## src/hdl/erng_pkg.sv

```systemverilog
`default_nettype none
// ----------------------------------------------------------------------------
// erng_pkg
// Shared constants for the three-channel echo ranger.
// ----------------------------------------------------------------------------
package erng_pkg;

	localparam int unsigned CH          = 3;   // front, back, right
	localparam int unsigned LEVEL_W     = 3;
	localparam int unsigned TS_W        = 16;
	localparam int unsigned DIST_W      = 11;
	localparam logic [DIST_W-1:0] DIST_MAX = 11'd2047;

	// elapsed / 58 is done as (elapsed >> 1) / 29
	localparam int unsigned DIV_HALF     = 29;
	localparam int unsigned DIV_HALF_LOG = 5;  // 2^4 < 29 <= 2^5

	localparam int unsigned QUEUE_DEPTH = 4;

endpackage : erng_pkg
`default_nettype wire

```

## src/hdl/erng_front.sv

```systemverilog
`default_nettype none
// ----------------------------------------------------------------------------
// erng_front
// Edge detection, pulse start capture, elapsed time and reciprocal multiply.
// ----------------------------------------------------------------------------
module erng_front import erng_pkg::*; #(
	parameter int unsigned TIME_WIDTH = 16
) (
	input  wire logic                 clk,
	input  wire logic                 arst_n,
	input  wire logic                 push,
	output logic                      full,
	input  wire logic [LEVEL_W-1:0]   echo_levels,
	input  wire logic [TS_W-1:0]      timestamp,
	output logic                      out_valid,
	input  wire logic                 out_ready,
	output logic [CH-1:0]             out_fall,
	output logic [CH*(TIME_WIDTH-5)-1:0] out_quot
);

	localparam int unsigned YW    = TIME_WIDTH - 1;
	localparam int unsigned SHIFT = YW + DIV_HALF_LOG;
	localparam int unsigned PW    = 2 * YW + 1;
	localparam int unsigned QW    = PW - SHIFT;
	localparam logic [63:0] MAGIC =
		((64'd1 << SHIFT) + 64'(DIV_HALF - 1)) / 64'(DIV_HALF);

	logic [LEVEL_W-1:0]    prev_q;
	logic [TIME_WIDTH-1:0] start_q [CH];
	logic [TIME_WIDTH-1:0] now;
	logic [CH-1:0]         rise;
	logic [CH-1:0]         fall;
	logic                  in_fire;

	logic                  s1_v;
	logic [CH-1:0]         fall_s1;
	logic [YW-1:0]         half_s1 [CH];
	logic                  s1_ready;

	logic                  s2_v;
	logic [CH-1:0]         fall_s2;
	logic [QW-1:0]         quot_s2 [CH];
	logic                  s2_ready;

	logic [PW-1:0]         prod [CH];
	logic [TIME_WIDTH-1:0] elapsed [CH];

	assign now      = TIME_WIDTH'(timestamp);
	assign rise     = echo_levels & ~prev_q;
	assign fall     = ~echo_levels & prev_q;
	assign s2_ready = !s2_v || out_ready;
	assign s1_ready = !s1_v || s2_ready;
	assign full     = !s1_ready;
	assign in_fire  = push && s1_ready;

	always_comb begin
		for (int c = 0; c < CH; c++) begin
			elapsed[c] = now - start_q[c];
			prod[c]    = PW'(half_s1[c]) * PW'(MAGIC[YW:0]);
		end
	end

	// level history and pulse starts
	always_ff @(posedge clk or negedge arst_n) begin
		if (!arst_n) begin
			prev_q <= '0;
			for (int c = 0; c < CH; c++) start_q[c] <= '0;
		end else if (in_fire) begin
			prev_q <= echo_levels;
			for (int c = 0; c < CH; c++) begin
				if (rise[c]) start_q[c] <= now;
			end
		end
	end

	always_ff @(posedge clk or negedge arst_n) begin
		if (!arst_n) begin
			s1_v <= 1'b0;
			s2_v <= 1'b0;
		end else begin
			if (s1_ready) s1_v <= push;
			if (s2_ready) s2_v <= s1_v;
		end
	end

	always_ff @(posedge clk) begin
		if (in_fire) begin
			fall_s1 <= fall;
			for (int c = 0; c < CH; c++) half_s1[c] <= elapsed[c][TIME_WIDTH-1:1];
		end
		if (s2_ready && s1_v) begin
			fall_s2 <= fall_s1;
			for (int c = 0; c < CH; c++) quot_s2[c] <= prod[c][PW-1:SHIFT];
		end
	end

	assign out_valid = s2_v;
	assign out_fall  = fall_s2;
	always_comb begin
		for (int c = 0; c < CH; c++) out_quot[c*QW +: QW] = quot_s2[c];
	end

endmodule : erng_front
`default_nettype wire

```

## src/hdl/erng_queue.sv

```systemverilog
`default_nettype none
// ----------------------------------------------------------------------------
// erng_queue
// Small register queue between the front and back parts.
// ----------------------------------------------------------------------------
module erng_queue import erng_pkg::*; #(
	parameter int unsigned WIDTH = 39
) (
	input  wire logic             clk,
	input  wire logic             arst_n,
	input  wire logic             in_valid,
	output logic                  in_ready,
	input  wire logic [WIDTH-1:0] in_data,
	output logic                  out_valid,
	input  wire logic             out_ready,
	output logic [WIDTH-1:0]      out_data
);

	localparam int unsigned PTR_W = $clog2(QUEUE_DEPTH);
	localparam int unsigned CNT_W = $clog2(QUEUE_DEPTH + 1);

	logic [WIDTH-1:0] mem_q [QUEUE_DEPTH];
	logic [PTR_W-1:0] wr_q;
	logic [PTR_W-1:0] rd_q;
	logic [CNT_W-1:0] cnt_q;
	logic             wr_en;
	logic             rd_en;

	assign in_ready  = cnt_q != CNT_W'(QUEUE_DEPTH);
	assign out_valid = cnt_q != '0;
	assign wr_en     = in_valid && in_ready;
	assign rd_en     = out_valid && out_ready;
	assign out_data  = mem_q[rd_q];

	always_ff @(posedge clk or negedge arst_n) begin
		if (!arst_n) begin
			wr_q  <= '0;
			rd_q  <= '0;
			cnt_q <= '0;
		end else begin
			if (wr_en) wr_q <= (wr_q == PTR_W'(QUEUE_DEPTH - 1)) ? '0 : wr_q + PTR_W'(1);
			if (rd_en) rd_q <= (rd_q == PTR_W'(QUEUE_DEPTH - 1)) ? '0 : rd_q + PTR_W'(1);
			if (wr_en && !rd_en)      cnt_q <= cnt_q + CNT_W'(1);
			else if (rd_en && !wr_en) cnt_q <= cnt_q - CNT_W'(1);
		end
	end

	always_ff @(posedge clk) begin
		if (wr_en) mem_q[wr_q] <= in_data;
	end

endmodule : erng_queue
`default_nettype wire

```

## src/hdl/erng_back.sv

```systemverilog
`default_nettype none
// ----------------------------------------------------------------------------
// erng_back
// Saturates quotients, keeps the latest distances and holds the result item.
// ----------------------------------------------------------------------------
module erng_back import erng_pkg::*; #(
	parameter int unsigned TIME_WIDTH = 16
) (
	input  wire logic                     clk,
	input  wire logic                     arst_n,
	input  wire logic                     in_valid,
	output logic                          in_ready,
	input  wire logic [CH-1:0]            in_fall,
	input  wire logic [CH*(TIME_WIDTH-5)-1:0] in_quot,
	output logic                          empty,
	input  wire logic                     pop,
	output logic [DIST_W-1:0]             front_cm,
	output logic [DIST_W-1:0]             back_cm,
	output logic [DIST_W-1:0]             right_cm,
	output logic                          front_updated,
	output logic                          back_updated,
	output logic                          right_updated
);

	localparam int unsigned QW = TIME_WIDTH - 5;

	logic [DIST_W-1:0] dist_q     [CH];
	logic [DIST_W-1:0] dist_next  [CH];
	logic [DIST_W-1:0] out_dist_q [CH];
	logic [CH-1:0]     out_upd_q;
	logic              out_v_q;
	logic [31:0]       q32 [CH];
	logic              take;

	assign in_ready = !out_v_q || pop;
	assign take     = in_valid && in_ready;

	always_comb begin
		for (int c = 0; c < CH; c++) begin
			q32[c] = 32'(in_quot[c*QW +: QW]);
			if (!in_fall[c])
				dist_next[c] = dist_q[c];
			else if (q32[c] > 32'(DIST_MAX))
				dist_next[c] = DIST_MAX;
			else
				dist_next[c] = q32[c][DIST_W-1:0];
		end
	end

	always_ff @(posedge clk or negedge arst_n) begin
		if (!arst_n) begin
			out_v_q <= 1'b0;
			for (int c = 0; c < CH; c++) dist_q[c] <= '0;
		end else begin
			if (in_ready) out_v_q <= in_valid;
			if (take) begin
				for (int c = 0; c < CH; c++) dist_q[c] <= dist_next[c];
			end
		end
	end

	always_ff @(posedge clk) begin
		if (take) begin
			out_upd_q <= in_fall;
			for (int c = 0; c < CH; c++) out_dist_q[c] <= dist_next[c];
		end
	end

	assign empty         = !out_v_q;
	assign front_cm      = out_dist_q[0];
	assign back_cm       = out_dist_q[1];
	assign right_cm      = out_dist_q[2];
	assign front_updated = out_upd_q[0];
	assign back_updated  = out_upd_q[1];
	assign right_updated = out_upd_q[2];

endmodule : erng_back
`default_nettype wire

```

## src/hdl/three_channel_echo_ranger.sv

```systemverilog
`default_nettype none
// ----------------------------------------------------------------------------
// three_channel_echo_ranger
// Pulse-width ranging on three ultrasonic echo lines.
// ----------------------------------------------------------------------------
// Takes one item per clock while full is low: three echo line levels and a
// microsecond stamp. A rising line records its start time; a falling line
// turns the elapsed time (mod 2^TIME_WIDTH) into centimetres by dividing by
// 58. Every item gives one result with all three latest distances and
// per-channel update flags. Sustained rate is one item per cycle while pop
// keeps the result drained; an item's result reaches the result ports
// through two front stages, the four-entry queue and the output register.
// The division is a reciprocal multiply, one multiplier per channel,
// registered before the back part saturates it.
// ----------------------------------------------------------------------------
module three_channel_echo_ranger import erng_pkg::*; #(
	parameter int unsigned TIME_WIDTH = 16
) (
	input  wire logic                clk,
	input  wire logic                arst_n,
	input  wire logic                push,
	output logic                     full,
	input  wire logic [LEVEL_W-1:0]  echo_levels,
	input  wire logic [TS_W-1:0]     timestamp,
	output logic                     empty,
	input  wire logic                pop,
	output logic [DIST_W-1:0]        front_cm,
	output logic [DIST_W-1:0]        back_cm,
	output logic [DIST_W-1:0]        right_cm,
	output logic                     front_updated,
	output logic                     back_updated,
	output logic                     right_updated
);

	localparam int unsigned QW = TIME_WIDTH - 5;
	localparam int unsigned DW = CH + CH * QW;

	logic                 fr_valid;
	logic                 fr_ready;
	logic [CH-1:0]        fr_fall;
	logic [CH*QW-1:0]     fr_quot;
	logic                 bk_valid;
	logic                 bk_ready;
	logic [DW-1:0]        bk_data;

	erng_front #(.TIME_WIDTH(TIME_WIDTH)) u_front (
		.clk         (clk),
		.arst_n      (arst_n),
		.push        (push),
		.full        (full),
		.echo_levels (echo_levels),
		.timestamp   (timestamp),
		.out_valid   (fr_valid),
		.out_ready   (fr_ready),
		.out_fall    (fr_fall),
		.out_quot    (fr_quot)
	);

	erng_queue #(.WIDTH(DW)) u_queue (
		.clk       (clk),
		.arst_n    (arst_n),
		.in_valid  (fr_valid),
		.in_ready  (fr_ready),
		.in_data   ({fr_fall, fr_quot}),
		.out_valid (bk_valid),
		.out_ready (bk_ready),
		.out_data  (bk_data)
	);

	erng_back #(.TIME_WIDTH(TIME_WIDTH)) u_back (
		.clk           (clk),
		.arst_n        (arst_n),
		.in_valid      (bk_valid),
		.in_ready      (bk_ready),
		.in_fall       (bk_data[DW-1 -: CH]),
		.in_quot       (bk_data[CH*QW-1:0]),
		.empty         (empty),
		.pop           (pop),
		.front_cm      (front_cm),
		.back_cm       (back_cm),
		.right_cm      (right_cm),
		.front_updated (front_updated),
		.back_updated  (back_updated),
		.right_updated (right_updated)
	);

`ifndef ASSERT_OFF
	// a stalled front item must not vanish before the queue takes it
	a_front_hold: assert property (@(posedge clk) disable iff (!arst_n)
		fr_valid && !fr_ready |=> fr_valid)
		else $error("front item lost while queue full");

	// queued item stays until the back part takes it
	a_queue_hold: assert property (@(posedge clk) disable iff (!arst_n)
		bk_valid && !bk_ready |=> bk_valid)
		else $error("queued item lost while output held");

	// full only when both front stages hold items
	a_full_cause: assert property (@(posedge clk) disable iff (!arst_n)
		full |-> fr_valid && !fr_ready)
		else $error("full without a stalled front");
`endif

endmodule : three_channel_echo_ranger
`default_nettype wire
```

## config.mk

```make
export PLATFORM = sky130hd
export DESIGN_NAME = three_channel_echo_ranger
export DESIGN_NICKNAME = d
export VERILOG_FILES = /design/src/hdl/erng_pkg.sv /design/src/hdl/erng_front.sv /design/src/hdl/erng_queue.sv /design/src/hdl/erng_back.sv /design/src/hdl/three_channel_echo_ranger.sv
export SDC_FILE = /design/constraint.sdc
export NUM_CORES = 1
export LEC_CHECK = 0
export CAP_MARGIN = 25
export CORE_UTILIZATION = 64
export CTS_CLUSTER_SIZE = 20
export DETAILED_ROUTE_END_ITERATION = 8
export DONT_BUFFER_PORTS = 1
export GPL_TIMING_DRIVEN = 0
export PLACE_DENSITY = 0.8
export SYNTH_ARGS = -nofsm -noshare
export SYNTH_HDL_FRONTEND = slang
export SYNTH_SLANG_ARGS = --single-unit
```

## constraint.sdc

```tcl
create_clock -name clk -period 6.8 [get_ports clk]
set_input_delay 0 -clock clk [delete_from_list [all_inputs] [get_ports clk]]
set_output_delay 0 -clock clk [all_outputs]
set_load 0.01 [all_outputs]
```

==> run metrics, run 1 <==
Top Ports=61; Syn Nets=2867; Synth warnings=0; outcome=complete, but fails checks; Max FO, Critical Path=7; CTS Root Cell=clkbuf_16; first-pass GRT wire length=approximately 86000 um; Reg clk slew, reported paths=60 ps; via count=16000; Max-Cap Viols=0; required time of the critical path=7060 ps; starting density of the core=65.3%; fmax=155 MHz; largest net degree at the start of global routing=95; CTS tree=done; HPWL after DPL=39000 um; Cells after Synth=2216; Rel. slew slack=34.8%; die area=42700 um^2; Worst Tran Pin Value=976 ps; worst-case clock buffer depth=3; asr flop ratio synth=26.3%; # rows=74; DRT Pass-1 Iters=7; Primary FF master, synth=edfxtp_1; drt via density=5.61; cts bufs inserted=37; Area growth, synth to finish=8.73%; Die H=207 um; post-synthesis register bit count=358; Routed WL=51400 um; class of the most critical setup path=reg2reg; Final #Nets=a little under 3000; Skew-Pair Late Insertion Delay=roughly 560 ps; H-Tree Depth=2; DIE WIDTH=207 um; Slew Limit Fails=0; crit path DAT=roughly 6700 ps; Synth Cell Area=26800 um^2; CP Launch Type=flop; RR Startpoint=u_front.half_s1[0][41]; setup repair bufs after CTS=0; IO buf count=0; DRC Markers=18; WL/cell=18.0 um; endpoints failing setup=0; Clock Sinks=about 360; final hold violations=9; Post-synth EDFFs=around 260; failing checks=design-rule violations, negative hold slack; gr usage total=between 20% and 30%; core area=41000 um^2; share of cells above drive strength 1=7.29%; setup TNS=0 ps; RSZ-0062 raised after global routing=false; vias in the first global route=17400; Hold Path Class=in2async; GPL Wtd Cong=just under 0.9; hold_ws=-39.8 ps; post-route ant nets=0; initial antenna violation count=1; Final Cycle Share=94.8%; Seq/Total Area, Yosys=38.4%; crit path from=u_front.half_s1[0][41]; crit path time final=6440 ps; Clock Skews=20.1 ps; Setup crit end kind=flop; First DRT Iteration DRCs=903; syn_area_per_cell=12.1 um^2; synth unique cells=between 60 and 70; GRT overflow=0
[through the flow]
stage                     cells  utilization (%)  instance area (um^2)  hold WS [ps]  worst slack, ps
final                      2852             71.0                 29100         -39.8              356
after global routing       2851             71.0                 29100          21.1             32.3
after CTS                  2850             71.0                 29100          12.4              309
after detailed placement   2754             67.2                 27600          -293             21.5
after global placement     2748             66.9                 27400          -294             91.0
after floorplan            2216                -                 26800          -296             1020
[area by class of cell]
type | instances | area [um^2]
clock buffer | 45 | 977
multi-input combinational | 1362 | 14700
antenna | 2 | 5.00
buffer | 29 | 118
inverter | 467 | 1750
sequential | 358 | 10300
fill | 2697 | 11900
clock inverter | 22 | 233
tap | 532 | 666
timing repair buffer | 35 | 428
[cells in the mapped netlist, types with 32 or more instances]
cell,count,area (um^2)
mux4_2,36,811
o21ai_0,74,370
ha_1,393,4920
fa_1,235,4700
a21oi_1,53,265
inv_1,466,1750
edfxtp_1,264,7930
nand2_1,77,289
dfrtp_1,94,2350
mux2_2,45,507
nor2_1,153,574
xnor2_1,42,368
xor2_1,32,280
[layer usage]
layer	track usage, %	wire (um)
met5	0	0
met4	6.99	1060
met3	4.40	2220
met2	46.3	26500
met1	32.3	21600
[registers in the layout (all words and copies together) (netlist names)]
name,count
u_back.out_dist_q,33
u_back.dist_q,33
u_front.fall_s1,3
u_queue.wr_q,2
u_front.half_s1,45
u_queue.mem_q,144
u_queue.cnt_q,3
u_back.out_upd_q,3
u_front.prev_q,3
u_queue.rd_q,2
u_front.s1_v,1
u_front.out_valid,1
u_back.out_v_q,1
u_front.out_fall,3
u_front.quot_s2,33
u_front.start_q,48
[path summary, 6_finish.rpt]
path | to | slack [ps] | cells after the start
setup reg to reg | u_front.quot_s2[0][32] | 360 | 19
hold reg to reg | u_front.out_fall[0] | 460 | 0
min in group clk | u_front.half_s1[0][15] | 40 | 3
hold / removal | u_back.dist_q[17] | -40 | 2
setup / recovery | u_front.quot_s2[0][32] | 360 | 19
max in group asynchronous | u_front.start_q[14] | 6240 | 2
[critical path, cell delays in order (launching register included)]
cell,delay (ps)
edfxtp_1,560
fa_1,590
inv_1,60
fa_1,550
inv_1,60
fa_1,490
fa_1,510
fa_1,500
inv_1,50
fa_1,490
inv_1,50
ha_1,280
nand4_1,140
a211oi_1,250
a2bb2oi_1,180
a21oi_1,410
a41o_1,330
o41a_1,230
mux2i_1,220
o2111ai_1,190
[repair_timing]
action,4_1_cts,5_1_grt
endpoints found under the setup margin,1,2
hold buffers,29,0
gates resized for setup,1,2
endpoints found under the hold margin,193,0
[kinds of logic (layout without fill, tap and decap cells)]
| family | after synthesis | count (layout) | share of synthesized area, % |
|---|---|---|---|
| fa+ha+maj | 628 | 628 | 35.9 |
| buf+inv | 496 | 598 | 6.98 |
| compound gates | 232 | 232 | 5.47 |
| xor+xnor | 74 | 74 | 2.42 |
| simple gates | 345 | 345 | 5.82 |
| flops | 358 | 358 | 38.4 |
| mux | 83 | 83 | 4.99 |
| other cells | 0 | 2 | 0 |
[cells in the final DEF, fill, tap and decap left out, types with 36 or more instances in the layout]
cell	Yosys	final
a21oi_1	53	53
clkbuf_16	0	38
dfrtp_1	94	94
edfxtp_1	264	264
fa_1	235	235
ha_1	393	393
inv_1	466	465
mux2_2	45	45
mux4_2	36	36
nand2_1	77	77
nor2_1	153	153
o21ai_0	74	73
xnor2_1	42	42
Power of run 1 is not shown: default switching activity piles up to over one toggle a cycle in this logic, so the estimate is an artifact.
==> run 2: changes to the inputs <==
- CAP_MARGIN: 25 -> unset
- SYNTH_HIERARCHICAL: unset -> 1
==> run 2 against run 1 <==
Net effect:
- the run ends with design-rule violations left
- critical path depth grew 1
- fmax grew 3.6%
- setup slack better by 220 ps
- sequential share of layout area down 0.050 points
- cell count shrank 6.2%
- cell area up 0.14%
==> run metrics, run 2 <==
biggest regs=u_queue/mem_q: 144 flops, u_front/start_q: 48 flops, u_front/half_s1: 45 flops; worst-case clock buffer depth=3 (unchanged); setup repair bufs after CTS=0 (unchanged); Die H=207 um (+0.23%); Rel. slew slack=43.1% (+8.3 points); Top Ports=61 (unchanged); initial antenna violation count=2 (+1); Area growth, synth to finish=8.37%; synth top area cells=edfxtp_1 (29%), ha_1 (18%), fa_1 (17%); post-route ant nets=0 (unchanged); Max FO, Critical Path=7 (unchanged); Syn Nets=2694 (-6.0%); Final Cycle Share=91.5% (-3.3 points); Clock Sinks=358 (unchanged); Worst Tran Pin Value=853 ps (-123 ps); Final #Nets=2763 (-6.1%); Setup crit end kind=flop; fmax=161 MHz (+3.6%); Max-Cap Viols=0 (unchanged); via count=14900 (-6.6%); final hold violations=0 (-9); CTS tree=done; GPL Wtd Cong=0.889 (+0.68%); largest net degree at the start of global routing=95 (unchanged); hold_ws=29.9 ps (+69.7 ps); HPWL after DPL=38200 um (-2.1%); most frequent cells in the layout=inv_1 (436), ha_1 (393), edfxtp_1 (264), fa_1 (235), dfrtp_1 (94); crit path DAT=6520 ps (-190 ps); class of the most critical setup path=reg2reg; Hold Path Class=in2reg; IO buf count=0 (unchanged); First DRT Iteration DRCs=770 (-15%); asr flop ratio synth=26.3% (unchanged); H-Tree Depth=2 (unchanged); drt via density=5.59 (-0.43%); number of flip-flops under the largest register name=144 (unchanged); WL/cell=18.5 um (+2.7%); CTS Root Cell=clkbuf_16; vias in the first global route=16600 (-4.6%); most frequent cells after synthesis=inv_1 (436), ha_1 (393), edfxtp_1 (264), fa_1 (235), dfrtp_1 (94); cts bufs inserted=39 (+5.4%); gr usage total=24.6% (-1.3 points); syn_area_per_cell=13.2 um^2 (+9.0%); commonest non-fill, non-tap cell in the layout=inv_1; most common cell in the netlist=inv_1; Slew Limit Fails=0 (unchanged); required time of the critical path=7100 ps (+40 ps); # rows=74 (unchanged); share of cells above drive strength 1=12.8% (+5.5 points); Routed WL=49500 um (-3.7%); Post-synth EDFFs=264 (unchanged); RSZ-0062 raised after global routing=false; largest area contributor in the netlist=edfxtp_1; Reg clk slew, reported paths=60 ps (about the same); first-pass GRT wire length=83600 um (-2.8%); endpoints failing setup=0 (unchanged); Seq/Total Area, Yosys=38.2% (-0.18 points); failing checks=design-rule violations; Synth Cell Area=26900 um^2 (+0.47%); post-synthesis register bit count=358 (unchanged); Clock Skews=14.5 ps (-5.66 ps); crit path time final=6220 ps (-221 ps); Skew-Pair Late Insertion Delay=550 ps (about the same); GRT overflow=0 (unchanged); Cells after Synth=2043 (-7.8%); starting density of the core=65.5% (+0.16 points); die area=42900 um^2 (+0.47%); DRT Pass-1 Iters=9 (+2); synth unique cells=74 (+14%); Synth top area share=29.5% (-0.14 points); DIE WIDTH=207 um (+0.23%); setup TNS=0 ps (unchanged); Synth warnings=6 (+6); CP Launch Type=flop; core area=41100 um^2 (+0.23%); DRC Markers=7 (-11); Top reg by flops=u_queue/mem_q; Primary FF master, synth=edfxtp_1; outcome=complete, but fails checks; FILL cells=2730 (+1.2%)
## run 2: cell types whose count changed after synthesis, moves of 5 or more
cell	delta
o21ai_1	+7
a31oi_1	-6
nor4_1	-5
o21ai_0	-51
xor2_1	-8
mux2_4	+30
a21oi_1	-16
clkbuf_1	-20
inv_1	-30
mux2_2	+44
nor2_1	-96
xnor2_1	+11
nand2_1	-45
## run 2: cell type report
| type | instances | area, um^2 | share of cell area (%) |
|---|---|---|---|
| Clock inverter | 21 | 191 | 0.657 |
| Tap cell | 532 | 666 | 2.28 |
| Sequential cell | 358 | 10300 | 35.3 |
| Buffer | 19 | 173 | 0.592 |
| Clock buffer | 50 | 1040 | 3.56 |
| Multi-Input combinational cell | 1230 | 14800 | 50.8 |
| Inverter | 436 | 1640 | 5.61 |
| Timing Repair Buffer | 28 | 348 | 1.19 |
| Antenna cell | 1 | 2.50 | 0.00858 |
## run 2: worst paths after layout
path / startpoint / end / slack [ps] / cells past startpoint
min in group asynchronous: arst_n / u_back/dist_q[9] / 80 / 2
setup / recovery: u_front/half_s1[0][26] / u_front/quot_s2[0][14] / 580 / 20
hold reg to reg: u_front/fall_s1[1] / u_front/out_fall[1] / 420 / 0
setup reg to reg: u_front/half_s1[0][26] / u_front/quot_s2[0][14] / 580 / 20
max in group asynchronous: arst_n / u_front/start_q[9] / 6240 / 2
hold / removal: timestamp[0] / u_front/half_s1[0][15] / 30 / 3
## run 2: logic make-up (layout without fill, tap and decap cells)
logic type	Yosys count	after routing	synth area share [%]
fa+ha+maj	628	628	35.8
buf+inv	455	554	6.72
flops	358	358	38.2
simple gates	203	203	3.97
compound gates	166	166	4.39
mux	156	156	8.45
xor+xnor	77	77	2.51
other cells	0	1	0
## run 2: worst max-delay path, stage by stage, from the launching register on
cell      delay, ps
edfxtp_1        580
fa_1            600
inv_1            60
fa_1            530
inv_1            50
fa_1            490
fa_1            520
fa_1            500
inv_1            50
fa_1            470
inv_1            50
ha_1            300
and4_1          230
nand3_1         100
a21oi_1         470
o31ai_2         160
a21boi_1        270
o21a_1          190
o21a_1          170
nor2_2           50
xnor2_1         110
## run 2: metrics by stage
step	cell area (um^2)	instances	worst slack [ps]	util (%)
after floorplan	26900	2043	1270	-
after global placement	27600	2575	628	67.1
after detailed placement	27700	2580	574	67.3
after CTS	29200	2674	565	70.9
after global routing	29200	2675	272	70.9
final	29200	2675	577	70.9
## run 2: timing repair
action                                 in CTS  in global routing
endpoints found under the hold margin     197                  0
hold buffers                               23                  0
resized for setup                           0                  0
## run 2: metal layers
layer	global-route usage (%)	share of wire, %	vias to the layer above	wire length, um
met1	31.8	44	7535	21600
met2	43.3	51	230	25100
met3	3.76	3.5	77	1750
met5	0	0.022	-	11
met4	6.46	2.2	2	1070
li1	-	-	7096	-
Power of run 2 is left out for the same reason.
